==> src/hdl/cpe_pkg.sv <==
// shared types and constants of the chebyshev polynomial evaluator
`timescale 1ns / 1ps
`default_nettype none
package cpe_pkg;

	// field widths
	localparam int X_W     = 16;
	localparam int VAL_W   = 32;
	localparam int ORDER_W = 7;
	localparam int KIND_W  = 1;

	// configuration port
	localparam int CFG_IDX_W  = 1;
	localparam int CFG_DATA_W = ORDER_W;
	localparam logic [CFG_IDX_W-1:0] REG_POLY_KIND  = 1'b0;
	localparam logic [CFG_IDX_W-1:0] REG_POLY_ORDER = 1'b1;

	// register reset values
	localparam logic [KIND_W-1:0]  KIND_RST  = 1'b0;
	localparam logic [ORDER_W-1:0] ORDER_RST = 7'd1;

	// polynomial kinds
	localparam logic [KIND_W-1:0] KIND_FIRST  = 1'b0;
	localparam logic [KIND_W-1:0] KIND_SECOND = 1'b1;

	// parameter defaults
	localparam int MAX_ORDER_DEF = 64;
	localparam int FRAC_BITS_DEF = 14;

	// datapath widths: product of x and prev, then a guard for doubling and rounding
	localparam int PROD_W = X_W + VAL_W;
	localparam int SUM_W  = PROD_W + 2;

	// saturation limits
	localparam logic [VAL_W-1:0] VAL_MAX = 32'h7fff_ffff;
	localparam logic [VAL_W-1:0] VAL_MIN = 32'h8000_0000;

	// commands from controller to datapath
	typedef struct packed {
		logic load;       // take a new sample and seed the recurrence
		logic zero_seed;  // order zero: result is the constant one
		logic mul;        // register x * prev
		logic step;       // finish one recurrence step
		logic out_load;   // move the result into the output register
	} cmd_t;

endpackage
`default_nettype wire

==> src/hdl/cpe_in_if.sv <==
// input channel: sample and last-element mark
`timescale 1ns / 1ps
`default_nettype none
interface cpe_in_if;
	logic                          valid;
	logic                          ready;
	logic signed [cpe_pkg::X_W-1:0] sample_x;
	logic                          is_last;

	modport source (output valid, output sample_x, output is_last, input ready);
	modport sink   (input valid, input sample_x, input is_last, output ready);
endinterface
`default_nettype wire

==> src/hdl/cpe_out_if.sv <==
// output channel: polynomial value, overflow flag and last-element mark
`timescale 1ns / 1ps
`default_nettype none
interface cpe_out_if;
	logic                            valid;
	logic                            ready;
	logic signed [cpe_pkg::VAL_W-1:0] poly_value;
	logic                            overflowed;
	logic                            last_out;

	modport source (output valid, output poly_value, output overflowed, output last_out,
		input ready);
	modport sink   (input valid, input poly_value, input overflowed, input last_out,
		output ready);
endinterface
`default_nettype wire

==> src/hdl/cpe_cfg_if.sv <==
// configuration write channel
`timescale 1ns / 1ps
`default_nettype none
interface cpe_cfg_if;
	logic                             valid;
	logic                             ready;
	logic [cpe_pkg::CFG_IDX_W-1:0]   index;
	logic [cpe_pkg::CFG_DATA_W-1:0]  data;

	modport source (output valid, output index, output data, input ready);
	modport sink   (input valid, input index, input data, output ready);
endinterface
`default_nettype wire

==> src/hdl/cpe_ctrl.sv <==
// controller state machine: sequences the recurrence steps for one sample
`timescale 1ns / 1ps
`default_nettype none
module cpe_ctrl #(
	parameter int MAX_ORDER = cpe_pkg::MAX_ORDER_DEF
) (
	input  wire logic                        clk,
	input  wire logic                        arst_n,
	input  wire logic                        in_valid,
	output      logic                        in_ready,
	input  wire logic [cpe_pkg::ORDER_W-1:0] order,
	input  wire logic                        out_free,
	output      cpe_pkg::cmd_t               cmd
);

	localparam int CNT_W = $clog2(MAX_ORDER + 1);
	localparam int OEX_W = (CNT_W > cpe_pkg::ORDER_W) ? CNT_W : cpe_pkg::ORDER_W;

	localparam logic [1:0] ST_IDLE = 2'd0;
	localparam logic [1:0] ST_MUL  = 2'd1;
	localparam logic [1:0] ST_ACC  = 2'd2;
	localparam logic [1:0] ST_FIN  = 2'd3;

	logic [1:0]       state_q, state_d;
	logic [CNT_W-1:0] cnt_q;
	logic [CNT_W-1:0] ord_q;
	logic [OEX_W-1:0] ord_ext;
	logic [CNT_W-1:0] ord_clamp;

	// clamp the order to the largest supported one
	assign ord_ext   = OEX_W'(order);
	assign ord_clamp = (ord_ext > OEX_W'(MAX_ORDER)) ? CNT_W'(MAX_ORDER) : CNT_W'(ord_ext);

	assign in_ready = (state_q == ST_IDLE);

	// next state and commands
	always_comb begin
		state_d = state_q;
		cmd     = '0;
		case (state_q)
			ST_IDLE: begin
				if (in_valid) begin
					cmd.load      = 1'b1;
					cmd.zero_seed = (ord_clamp == '0);
					state_d       = (ord_clamp < CNT_W'(2)) ? ST_FIN : ST_MUL;
				end
			end
			ST_MUL: begin
				cmd.mul = 1'b1;
				state_d = ST_ACC;
			end
			ST_ACC: begin
				cmd.step = 1'b1;
				state_d  = (cnt_q == ord_q) ? ST_FIN : ST_MUL;
			end
			ST_FIN: begin
				if (out_free) begin
					cmd.out_load = 1'b1;
					state_d      = ST_IDLE;
				end
			end
			default: begin
				state_d = ST_IDLE;
			end
		endcase
	end

	// state, step counter and captured order
	always_ff @(posedge clk or negedge arst_n) begin
		if (!arst_n) begin
			state_q <= ST_IDLE;
			cnt_q   <= '0;
			ord_q   <= '0;
		end else begin
			state_q <= state_d;
			if (cmd.load) begin
				cnt_q <= CNT_W'(2);
				ord_q <= ord_clamp;
			end else if (cmd.step) begin
				cnt_q <= cnt_q + CNT_W'(1);
			end
		end
	end

	// a transfer always starts either the step loop or the final hand-over
	a_accept_starts: assert property (@(posedge clk) disable iff (!arst_n)
		(in_valid && in_ready) |=> (state_q == ST_MUL || state_q == ST_FIN))
		else $error("transfer did not start processing");

	// the step counter stays within the captured order
	a_cnt_range: assert property (@(posedge clk) disable iff (!arst_n)
		(state_q == ST_ACC) |-> (cnt_q >= CNT_W'(2) && cnt_q <= ord_q))
		else $error("step counter out of range");

endmodule
`default_nettype wire

==> src/hdl/cpe_dpath.sv <==
// datapath: shared multiply, round, subtract and saturate, plus output register
`timescale 1ns / 1ps
`default_nettype none
module cpe_dpath #(
	parameter int FRAC_BITS = cpe_pkg::FRAC_BITS_DEF
) (
	input  wire logic                             clk,
	input  wire logic                             arst_n,
	input  wire cpe_pkg::cmd_t                    cmd,
	input  wire logic [cpe_pkg::KIND_W-1:0]       kind,
	input  wire logic signed [cpe_pkg::X_W-1:0]   sample_x,
	input  wire logic                             is_last,
	output      logic                             out_free,
	output      logic                             out_valid,
	input  wire logic                             out_ready,
	output      logic signed [cpe_pkg::VAL_W-1:0] poly_value,
	output      logic                             overflowed,
	output      logic                             last_out
);

	localparam int VW = cpe_pkg::VAL_W;
	localparam int PW = cpe_pkg::PROD_W;
	localparam int SW = cpe_pkg::SUM_W;
	localparam logic signed [VW-1:0] ONE  = VW'(1) <<< FRAC_BITS;
	localparam logic signed [SW-1:0] HALF = SW'(1) <<< (FRAC_BITS - 1);

	logic signed [cpe_pkg::X_W-1:0] x_q;
	logic signed [VW-1:0]           prev_q, pp_q;
	logic signed [PW-1:0]           prod_q;
	logic                           ovf_q, last_q;
	logic                           out_valid_q;
	logic signed [VW-1:0]           val_out_q;
	logic                           ovf_out_q, last_out_q;

	logic signed [VW-1:0] seed;
	logic signed [SW-1:0] dbl, rnd, shr, diff;
	logic [SW-VW:0]       hi_bits;
	logic                 fits;
	logic signed [VW-1:0] sat_val;

	// second seed: x for the first kind, 2x for the second, the constant one for order zero
	always_comb begin
		if (cmd.zero_seed) begin
			seed = ONE;
		end else if (kind == cpe_pkg::KIND_SECOND) begin
			seed = VW'(sample_x) <<< 1;
		end else begin
			seed = VW'(sample_x);
		end
	end

	// 2 * product, round half up, drop fraction bits, subtract prevprev
	assign dbl  = SW'(prod_q) <<< 1;
	assign rnd  = dbl + HALF;
	assign shr  = rnd >>> FRAC_BITS;
	assign diff = shr - SW'(pp_q);

	// saturate to 32 bits
	assign hi_bits = diff[SW-1:VW-1];
	assign fits    = (&hi_bits) | ~(|hi_bits);
	assign sat_val = fits ? diff[VW-1:0] :
		(diff[SW-1] ? cpe_pkg::VAL_MIN : cpe_pkg::VAL_MAX);

	// recurrence registers
	always_ff @(posedge clk) begin
		if (cmd.load) begin
			x_q    <= sample_x;
			last_q <= is_last;
			prev_q <= seed;
			pp_q   <= ONE;
			ovf_q  <= 1'b0;
		end else begin
			if (cmd.mul) begin
				prod_q <= PW'(x_q) * PW'(prev_q);
			end
			if (cmd.step) begin
				prev_q <= sat_val;
				pp_q   <= prev_q;
				ovf_q  <= ovf_q | ~fits;
			end
		end
	end

	// output register payload
	always_ff @(posedge clk) begin
		if (cmd.out_load) begin
			val_out_q  <= prev_q;
			ovf_out_q  <= ovf_q;
			last_out_q <= last_q;
		end
	end

	// output register valid
	always_ff @(posedge clk or negedge arst_n) begin
		if (!arst_n) begin
			out_valid_q <= 1'b0;
		end else if (cmd.out_load) begin
			out_valid_q <= 1'b1;
		end else if (out_ready) begin
			out_valid_q <= 1'b0;
		end
	end

	assign out_free   = !out_valid_q || out_ready;
	assign out_valid  = out_valid_q;
	assign poly_value = val_out_q;
	assign overflowed = ovf_out_q;
	assign last_out   = last_out_q;

	// a new result never overwrites one that is still waiting
	a_no_overwrite: assert property (@(posedge clk) disable iff (!arst_n)
		cmd.out_load |-> (!out_valid_q || out_ready))
		else $error("output register overwritten");

	// a saturating step leaves an extreme value and sets the flag
	a_sat_value: assert property (@(posedge clk) disable iff (!arst_n)
		(cmd.step && !cmd.load && !fits) |=>
			((prev_q == cpe_pkg::VAL_MAX || prev_q == cpe_pkg::VAL_MIN) && ovf_q))
		else $error("saturation not applied");

	// the overflow flag starts clear for each sample
	a_ovf_clear: assert property (@(posedge clk) disable iff (!arst_n)
		cmd.load |=> !ovf_q)
		else $error("overflow flag not cleared on load");

endmodule
`default_nettype wire

==> src/hdl/chebyshev_poly_eval.sv <==
// top level: chebyshev polynomial evaluator with configuration registers
// an input transfer loads the sample; orders 0 and 1 go straight to the hand-over to the output register
// order n >= 2 runs one recurrence step for each order from 2 to n; a new sample is taken only when idle
// each recurrence step runs through the MUL and ACC states in the one shared multiplier and subtract-saturate unit
// a result waiting in the output register does not block the next input transfer
// reset: asynchronous, clears control and sets kind to first and order to 1
`timescale 1ns / 1ps
`default_nettype none
module chebyshev_poly_eval #(
	parameter int MAX_ORDER = cpe_pkg::MAX_ORDER_DEF,
	parameter int FRAC_BITS = cpe_pkg::FRAC_BITS_DEF
) (
	input wire logic clk,
	input wire logic arst_n,
	cpe_in_if.sink   operand,
	cpe_out_if.source result,
	cpe_cfg_if.sink  cfg
);

	logic [cpe_pkg::KIND_W-1:0]  kind_q;
	logic [cpe_pkg::ORDER_W-1:0] order_q;
	logic                        out_free;
	cpe_pkg::cmd_t               cmd;

	// configuration registers, always ready
	assign cfg.ready = 1'b1;

	always_ff @(posedge clk or negedge arst_n) begin
		if (!arst_n) begin
			kind_q  <= cpe_pkg::KIND_RST;
			order_q <= cpe_pkg::ORDER_RST;
		end else if (cfg.valid) begin
			case (cfg.index)
				cpe_pkg::REG_POLY_KIND:  kind_q  <= cfg.data[cpe_pkg::KIND_W-1:0];
				cpe_pkg::REG_POLY_ORDER: order_q <= cfg.data[cpe_pkg::ORDER_W-1:0];
				default: begin
				end
			endcase
		end
	end

	// controller
	cpe_ctrl #(
		.MAX_ORDER(MAX_ORDER)
	) u_ctrl (
		.clk      (clk),
		.arst_n   (arst_n),
		.in_valid (operand.valid),
		.in_ready (operand.ready),
		.order    (order_q),
		.out_free (out_free),
		.cmd      (cmd)
	);

	// datapath
	cpe_dpath #(
		.FRAC_BITS(FRAC_BITS)
	) u_dpath (
		.clk        (clk),
		.arst_n     (arst_n),
		.cmd        (cmd),
		.kind       (kind_q),
		.sample_x   (operand.sample_x),
		.is_last    (operand.is_last),
		.out_free   (out_free),
		.out_valid  (result.valid),
		.out_ready  (result.ready),
		.poly_value (result.poly_value),
		.overflowed (result.overflowed),
		.last_out   (result.last_out)
	);

endmodule
`default_nettype wire
==> src/flat_wrapper.sv <==
// flat-port wrapper written by rule: the top's interface ports become plain ports
module chebyshev_poly_eval_flat 
#(
	parameter int MAX_ORDER = cpe_pkg::MAX_ORDER_DEF,
	parameter int FRAC_BITS = cpe_pkg::FRAC_BITS_DEF
)
  (clk, arst_n, operand_valid, operand_sample_x, operand_is_last, operand_ready, result_valid, result_poly_value, result_overflowed, result_last_out, result_ready, cfg_valid, cfg_index, cfg_data, cfg_ready);
  cpe_in_if operand_i ();
  cpe_out_if result_i ();
  cpe_cfg_if cfg_i ();
  input wire logic clk;
  input wire logic arst_n;
  input wire logic [$bits(operand_i.valid)-1:0] operand_valid;
  input wire logic [$bits(operand_i.sample_x)-1:0] operand_sample_x;
  input wire logic [$bits(operand_i.is_last)-1:0] operand_is_last;
  output wire logic [$bits(operand_i.ready)-1:0] operand_ready;
  output wire logic [$bits(result_i.valid)-1:0] result_valid;
  output wire logic [$bits(result_i.poly_value)-1:0] result_poly_value;
  output wire logic [$bits(result_i.overflowed)-1:0] result_overflowed;
  output wire logic [$bits(result_i.last_out)-1:0] result_last_out;
  input wire logic [$bits(result_i.ready)-1:0] result_ready;
  input wire logic [$bits(cfg_i.valid)-1:0] cfg_valid;
  input wire logic [$bits(cfg_i.index)-1:0] cfg_index;
  input wire logic [$bits(cfg_i.data)-1:0] cfg_data;
  output wire logic [$bits(cfg_i.ready)-1:0] cfg_ready;
  assign operand_i.valid = operand_valid;
  assign operand_i.sample_x = operand_sample_x;
  assign operand_i.is_last = operand_is_last;
  assign operand_ready = operand_i.ready;
  assign result_valid = result_i.valid;
  assign result_poly_value = result_i.poly_value;
  assign result_overflowed = result_i.overflowed;
  assign result_last_out = result_i.last_out;
  assign result_i.ready = result_ready;
  assign cfg_i.valid = cfg_valid;
  assign cfg_i.index = cfg_index;
  assign cfg_i.data = cfg_data;
  assign cfg_ready = cfg_i.ready;
  chebyshev_poly_eval #(.MAX_ORDER(MAX_ORDER), .FRAC_BITS(FRAC_BITS)) u_core (.clk(clk), .arst_n(arst_n), .operand(operand_i), .result(result_i), .cfg(cfg_i));
endmodule
==> config.mk <==
export PLATFORM = sky130hd
export DESIGN_NAME = chebyshev_poly_eval_flat
export DESIGN_NICKNAME = d
export VERILOG_FILES = /design/src/hdl/cpe_pkg.sv /design/src/hdl/cpe_in_if.sv /design/src/hdl/cpe_out_if.sv /design/src/hdl/cpe_cfg_if.sv /design/src/hdl/cpe_ctrl.sv /design/src/hdl/cpe_dpath.sv /design/src/hdl/chebyshev_poly_eval.sv /design/src/flat_wrapper.sv
export SDC_FILE = /design/constraint.sdc
export NUM_CORES = 2
export LEC_CHECK = 0
export BUFFER_PORTS_ARGS = -buffer_cell sky130_fd_sc_hd__buf_2
export CAP_MARGIN = 0
export CORE_UTILIZATION = 55
export DETAILED_ROUTE_END_ITERATION = 10
export PLACE_DENSITY = 0.72
export SYNTH_ARGS = -nofsm -noshare
export SYNTH_HDL_FRONTEND = slang
export SYNTH_SLANG_ARGS = --single-unit
==> constraint.sdc <==
create_clock -name clk -period 7.1 [get_ports clk]
set_input_delay 1.065 -clock clk [delete_from_list [all_inputs] [get_ports clk]]
set_output_delay 1.065 -clock clk [all_outputs]
set_load 0.01 [all_outputs]
## Word level (Yosys, flattened, before mapping)

Cells that the tools add are included.

- Register bits after elaboration: 189
- Bits of input ports: 30
- Output and inout bits: 37

- $add $sub $neg: 3
- $mul: 1
- Magnitude comparators: 2
- Equality and inequality tests: 6
- Muxes and demuxes: 22
- Bitwise logic cells: 6
- Reduce and logical (&&, ||, !) cells: 12

Operators by type and width:

| kind | number |
|---|---|
| $mux 32 | 5 |
| $add 49x15->50 const B | 1 |
| $mul 16x32->48 | 1 |
| $sub 36x32->37 | 1 |
| $mux 7 | 3 |
| $reduce_and 19->1 | 1 |
| $reduce_or 19->1 | 1 |
| $mux 16 | 1 |
| $mux 2 | 6 |
| $pmux 2 s4 | 1 |
| $reduce_and 2->1 | 4 |
| $add 7x1->7 const B | 1 |
| $eq 7x7->1 | 1 |
| $gt 7x7->1 const B | 1 |
| $logic_not 7->1 | 1 |
| $lt 7x2->1 const B | 1 |
| $mux 1 | 6 |
| $eq 2x2->1 const B | 2 |
| $not 1->1 | 4 |
| $reduce_bool 2->1 | 2 |
| $eq 2x1->1 const B | 1 |
| $logic_not 2->1 | 1 |
| $ne 2x1->1 const B | 1 |
| $ne 2x2->1 const B | 1 |
| other kinds (3) | 4 |

## Depth between registers and ports, before layout

- Word-level depth: 8
- Gate-level depth with buffers: 26
- Mapped depth without buffers: 24

## By module

A second synthesis with hierarchy kept.

- Cell total of the unflattened synthesis: 2781
- Area, all modules: 26764.4 um^2

Modules (own cells, without submodules):

| module | times used | cells an instance | area an instance (um^2) |
|---|---|---|---|
| cpe_dpath | 1 | 2676 | 25547.0 |
| cpe_ctrl | 1 | 85 | 902.1 |
| chebyshev_poly_eval | 1 | 20 | 315.3 |

## Worst setup path before layout

No wires, ideal clock.

- Kind: flip-flop to flip-flop
- Start: reg u_core.u_dpath.prev_q[11]
- End: reg u_core.u_dpath.prod_q[42], data pin
- Library setup time: 0.265 ns
- Arrival time: 6.267 ns
- Data required time: 6.835 ns
- Setup slack: 0.568 ns
- Stages on the path, launching flop included: 24
- Clock period less this slack: 6.532 ns
- Cell sequence: edfxtp_1 clkbuf_1 nand2_1 fa_1 fa_1 fa_1 inv_1 fa_1 fa_1 inv_1 fa_1 inv_1 ha_1 a211oi_1 a32o_1 nor4_1 o31ai_1 a2111oi_0 o21ai_1 a21oi_1 and3b_1 clkbuf_1 o21ai_0 xor2_1

- Longest elaborated chain between the ends: 1

Ends and longest elaborated chain:

| item | RTL line | source |
|---|---|---|
| start: declaration | cpe_dpath.sv:28 | `logic signed [VW-1:0] prev_q, pp_q;` |
| start signal: assignment | cpe_dpath.sv:77 | `prev_q <= sat_val;` |
| $mul 16x32->48 | cpe_dpath.sv:74 | `prod_q <= PW'(x_q) * PW'(prev_q);` |
| end signal: assignment | cpe_dpath.sv:74 |  |
| end: declaration | cpe_dpath.sv:29 | `logic signed [PW-1:0] prod_q;` |

No other way between the ends.
A chain may end at the register's enable or synchronous reset.

## Final worst setup path

- Start: reg u_core.u_dpath.x_q[12] (netlist name)
- End: reg u_core.u_dpath.prod_q[47], data pin

- Longest elaborated chain between the ends: 1

Ends and longest elaborated chain:

| item | RTL line | source |
|---|---|---|
| start: declaration | cpe_dpath.sv:27 | `logic signed [cpe_pkg::X_W-1:0] x_q;` |
| start signal: assignment | cpe_dpath.sv:67 | `x_q <= sample_x;` |
| $mul 16x32->48 | cpe_dpath.sv:74 |  |

No other way between the ends.

==> results.json <==
{
  "status": "finished, final reports clean",
  "viasPerCell": 5.59,
  "track_usage": 0.293,
  "syn_avg_cell_area_um2": 9.45,
  "drt_pre_antenna_iters": 5,
  "drt_iter0_markers": 1275,
  "rows": 79,
  "worstPathCellList": "buf_4 -> nand2_1 -> fa_1 -> inv_1 -> fa_1 -> fa_1 -> fa_1 -> fa_1 -> inv_1 -> fa_1 -> inv_1 -> ha_1 -> a21o_1 -> a21o_1 -> a21o_1 -> a21o_1 -> a211oi_1 -> buf_4 -> nand2_1 -> a211o_1 -> a21oi_1 -> xnor2_1",
  "drive_above_1_share": 0.0750,
  "wl_met3_um": 4460,
  "post-place-ws_ns": 0.136,
  "vias": 19400,
  "dieHeight_um": 221,
  "yosys_warnings": 0,
  "crit_start": "u_core.u_dpath.x_q[12]",
  "initial_utilization": 0.563,
  "drt-met1-wl_um": 27400,
  "setup-tns-final_ns": 0,
  "critPathKind": "flip-flop to flip-flop",
  "highest_layer": "met4",
  "end_kind": "flip-flop",
  "r2r_start": "u_core.u_dpath.x_q[12]",
  "reg2reg_depth": 22,
  "grt-ovfl-total": 0,
  "min_from": "u_core.u_dpath.last_q",
  "crit_path_start_kind": "flip-flop",
  "fin_crit_ns": 6.81,
  "grt_first_pass_wirelength_um": 112000,
  "fmax_ghz": 0.147,
  "slew_viol_final": 0,
  "yosys.area.top_type": "fa_1",
  "holdPathEnd": "u_core.u_dpath.last_out",
  "die_w_um": 221,
  "synth_seq_cells": 177,
  "crit_slowest_cell": "edfxtp_1",
  "h-tree-depth": 4,
  "tightestPinTransition_ns": 1.19,
  "ys.flop_type": "edfxtp_1",
  "antenna_cells": 0,
  "syn-cell-area_um2": 26400,
  "clock_sinks": 177,
  "synthDistinctLibCells": 77,
  "clkLatencyLatePin_ns": 0.46,
  "cts_buffers": 17,
  "wl_per_cell_um": 19.5,
  "synthArstFlopShare": 0.141,
  "maxSlewHeadroom": 0.202,
  "seq_area_frac_synth": 0.184,
  "crit_top_cell": "fa_1",
  "grt_antenna_before_repair": 0,
  "drt-total-wl_um": 67700,
  "syn-num-nets": 3464,
  "finalClockSkew_ns": 0.0103,
  "maxCapViolations": 0,
  "cts_root_buf": "clkbuf_16",
  "setup_violations": 0,
  "port_buffers": 65,
  "wl_met2_um": 33100,
  "cp.arrival_ns": 7.00,
  "rrSetupSlack_ns": 0.29,
  "hold_depth": 0,
  "die_area_um2": 49000,
  "ant_nets": 0,
  "clk_pin_slew_ns": 0.08,
  "synth_edf_count": 119,
  "cts_tree": "built",
  "gp_congestion": 0.917,
  "ios": 67,
  "hold_path.class": "flip-flop to flip-flop",
  "fin_hold_ws_ns": 0.427,
  "final_nets": 3519,
  "rr_endpoint": "u_core.u_dpath.prod_q[47]",
  "fin_ws_ns": 0.293,
  "yosys.area.top_type_share": 0.368,
  "placeableCoreArea_um2": 47000,
  "hold_viol_final": 0,
  "netlist_instances": 2799,
  "area_delta_synth_final_pct": 7.29,
  "grt_max_degree": 49,
  "rsz0062_at_grt": "no",
  "drc": 0,
  "dp_hpwl_um": 54100,
  "grt_pass1_vias": 21200,
  "path_max_fanout": 25,
  "cts.path.max_buffers": 2,
  "required_ns": 7.30,
  "fin_crit_sh": 0.959,
  "max_stage_delay_ns": 0.75,
  "synth.area.top_cells": "fa_1 (37%), edfxtp_1 (14%), inv_1 (8.6%)"
}
-- stage by stage --
step / area [um^2] / util / instances
2_1_floorplan: 26400 / - / 2799
3_3_place_gp: 27700 / 0.590 / 3436
3_5_place_dp: 27700 / 0.590 / 3436
4_1_cts: 28300 / 0.603 / 3468
5_1_grt: 28400 / 0.604 / 3474
6_report: 28400 / 0.604 / 3474
-- timing repair --
item,in CTS,in global routing
setup buffers,0,6
hold endpoints to repair,0,0
endpoints found under the setup margin,0,13
hold buffers,0,0
gates resized for setup,0,6
-- metal layers --
| layer | up-vias | global-route usage |
|---|---|---|
| met2 | 689 | 0.494 |
| li1 | 8697 | - |
| met5 | - | 0 |
| met4 | 0 | 0.111 |
| met1 | 9874 | 0.381 |
| met3 | 160 | 0.0486 |
-- flip-flops by register name (all words and copies together), names as in the netlist, 2 cells and up --
| signal | flops |
|---|---|
| u_core.u_ctrl.cnt_q | 7 |
| u_core.u_ctrl.state_q | 2 |
| u_core.u_dpath.prod_q | 36 |
| u_core.u_dpath.x_q | 16 |
| u_core.order_q | 7 |
| u_core.u_dpath.pp_q | 32 |
| u_core.u_ctrl.ord_q | 7 |
| u_core.u_dpath.poly_value | 32 |
| u_core.u_dpath.prev_q | 32 |
-- Yosys cell counts, types with 16 or more instances --
library cell    n
nand4_1        16
xnor2_1        72
ha_1          149
inv_1         603
a21oi_1        86
a21o_1         47
o21ai_0        36
nand2_1       410
and3_1         18
nor2_1         74
dfrtp_1        24
fa_1          486
nand3_1        39
edfxtp_1      119
dfxtp_1        33
and2_1        211
clkbuf_1      100
xor2_1         41
-- cells in the final DEF (no fill, tap or decap), types with 24 or more instances in the layout --
master / Yosys / routed
inv_1: 603 / 603
fa_1: 486 / 486
nand2_1: 410 / 410
and2_1: 211 / 211
ha_1: 149 / 149
edfxtp_1: 119 / 119
a21oi_1: 86 / 86
buf_4: 2 / 79
xnor2_1: 72 / 72
nor2_1: 74 / 72
buf_2: 3 / 65
a21o_1: 47 / 47
xor2_1: 41 / 41
nand3_1: 39 / 39
o21ai_0: 36 / 36
dfxtp_1: 33 / 33
dfrtp_1: 24 / 24
-- kinds of logic after synthesis --
family | share of synthesized area
simple gates | 0.153
buf+inv | 0.103
fa+ha+maj | 0.438
compound gates | 0.0741
flops | 0.184
xor+xnor | 0.0374
mux | 0.0104
other cells | 0.000142
-- worst max-delay path, delay by kind of cell, from the launching register on --
kind	cells	cell delay, ns
flops	1	0.75
compound gates	7	1.46
buf+inv	5	0.76
simple gates	2	0.22
fa+ha+maj	7	3.25
xor+xnor	1	0.08
-- worst max-delay path by stage --
stage / end / slack (ns)
2_1_floorplan: u_core.u_dpath.prod_q[42] / 0.57
6_report: u_core.u_dpath.prod_q[47] / 0.29
3_3_place_gp: u_core.u_dpath.prod_q[47] / 0.19
3_5_place_dp: u_core.u_dpath.prod_q[45] / 0.14
5_1_grt: u_core.u_dpath.prod_q[47] / 0.007
4_1_cts: u_core.u_dpath.prod_q[45] / 0.07
-- layout make-up --
cell class	instances	area (um^2)
Timing Repair Buffer	148	982
Multi-Input combinational cell	1906	18900
Clock inverter	13	144
Clock buffer	19	454
Inverter	604	2270
Sequential cell	177	4860
Tap cell	607	759
Fill cell	3959	18600
Power is left out: the tool's default activity adds up to more than one toggle a clock period on the data nets, which glitch-free logic cannot reach.
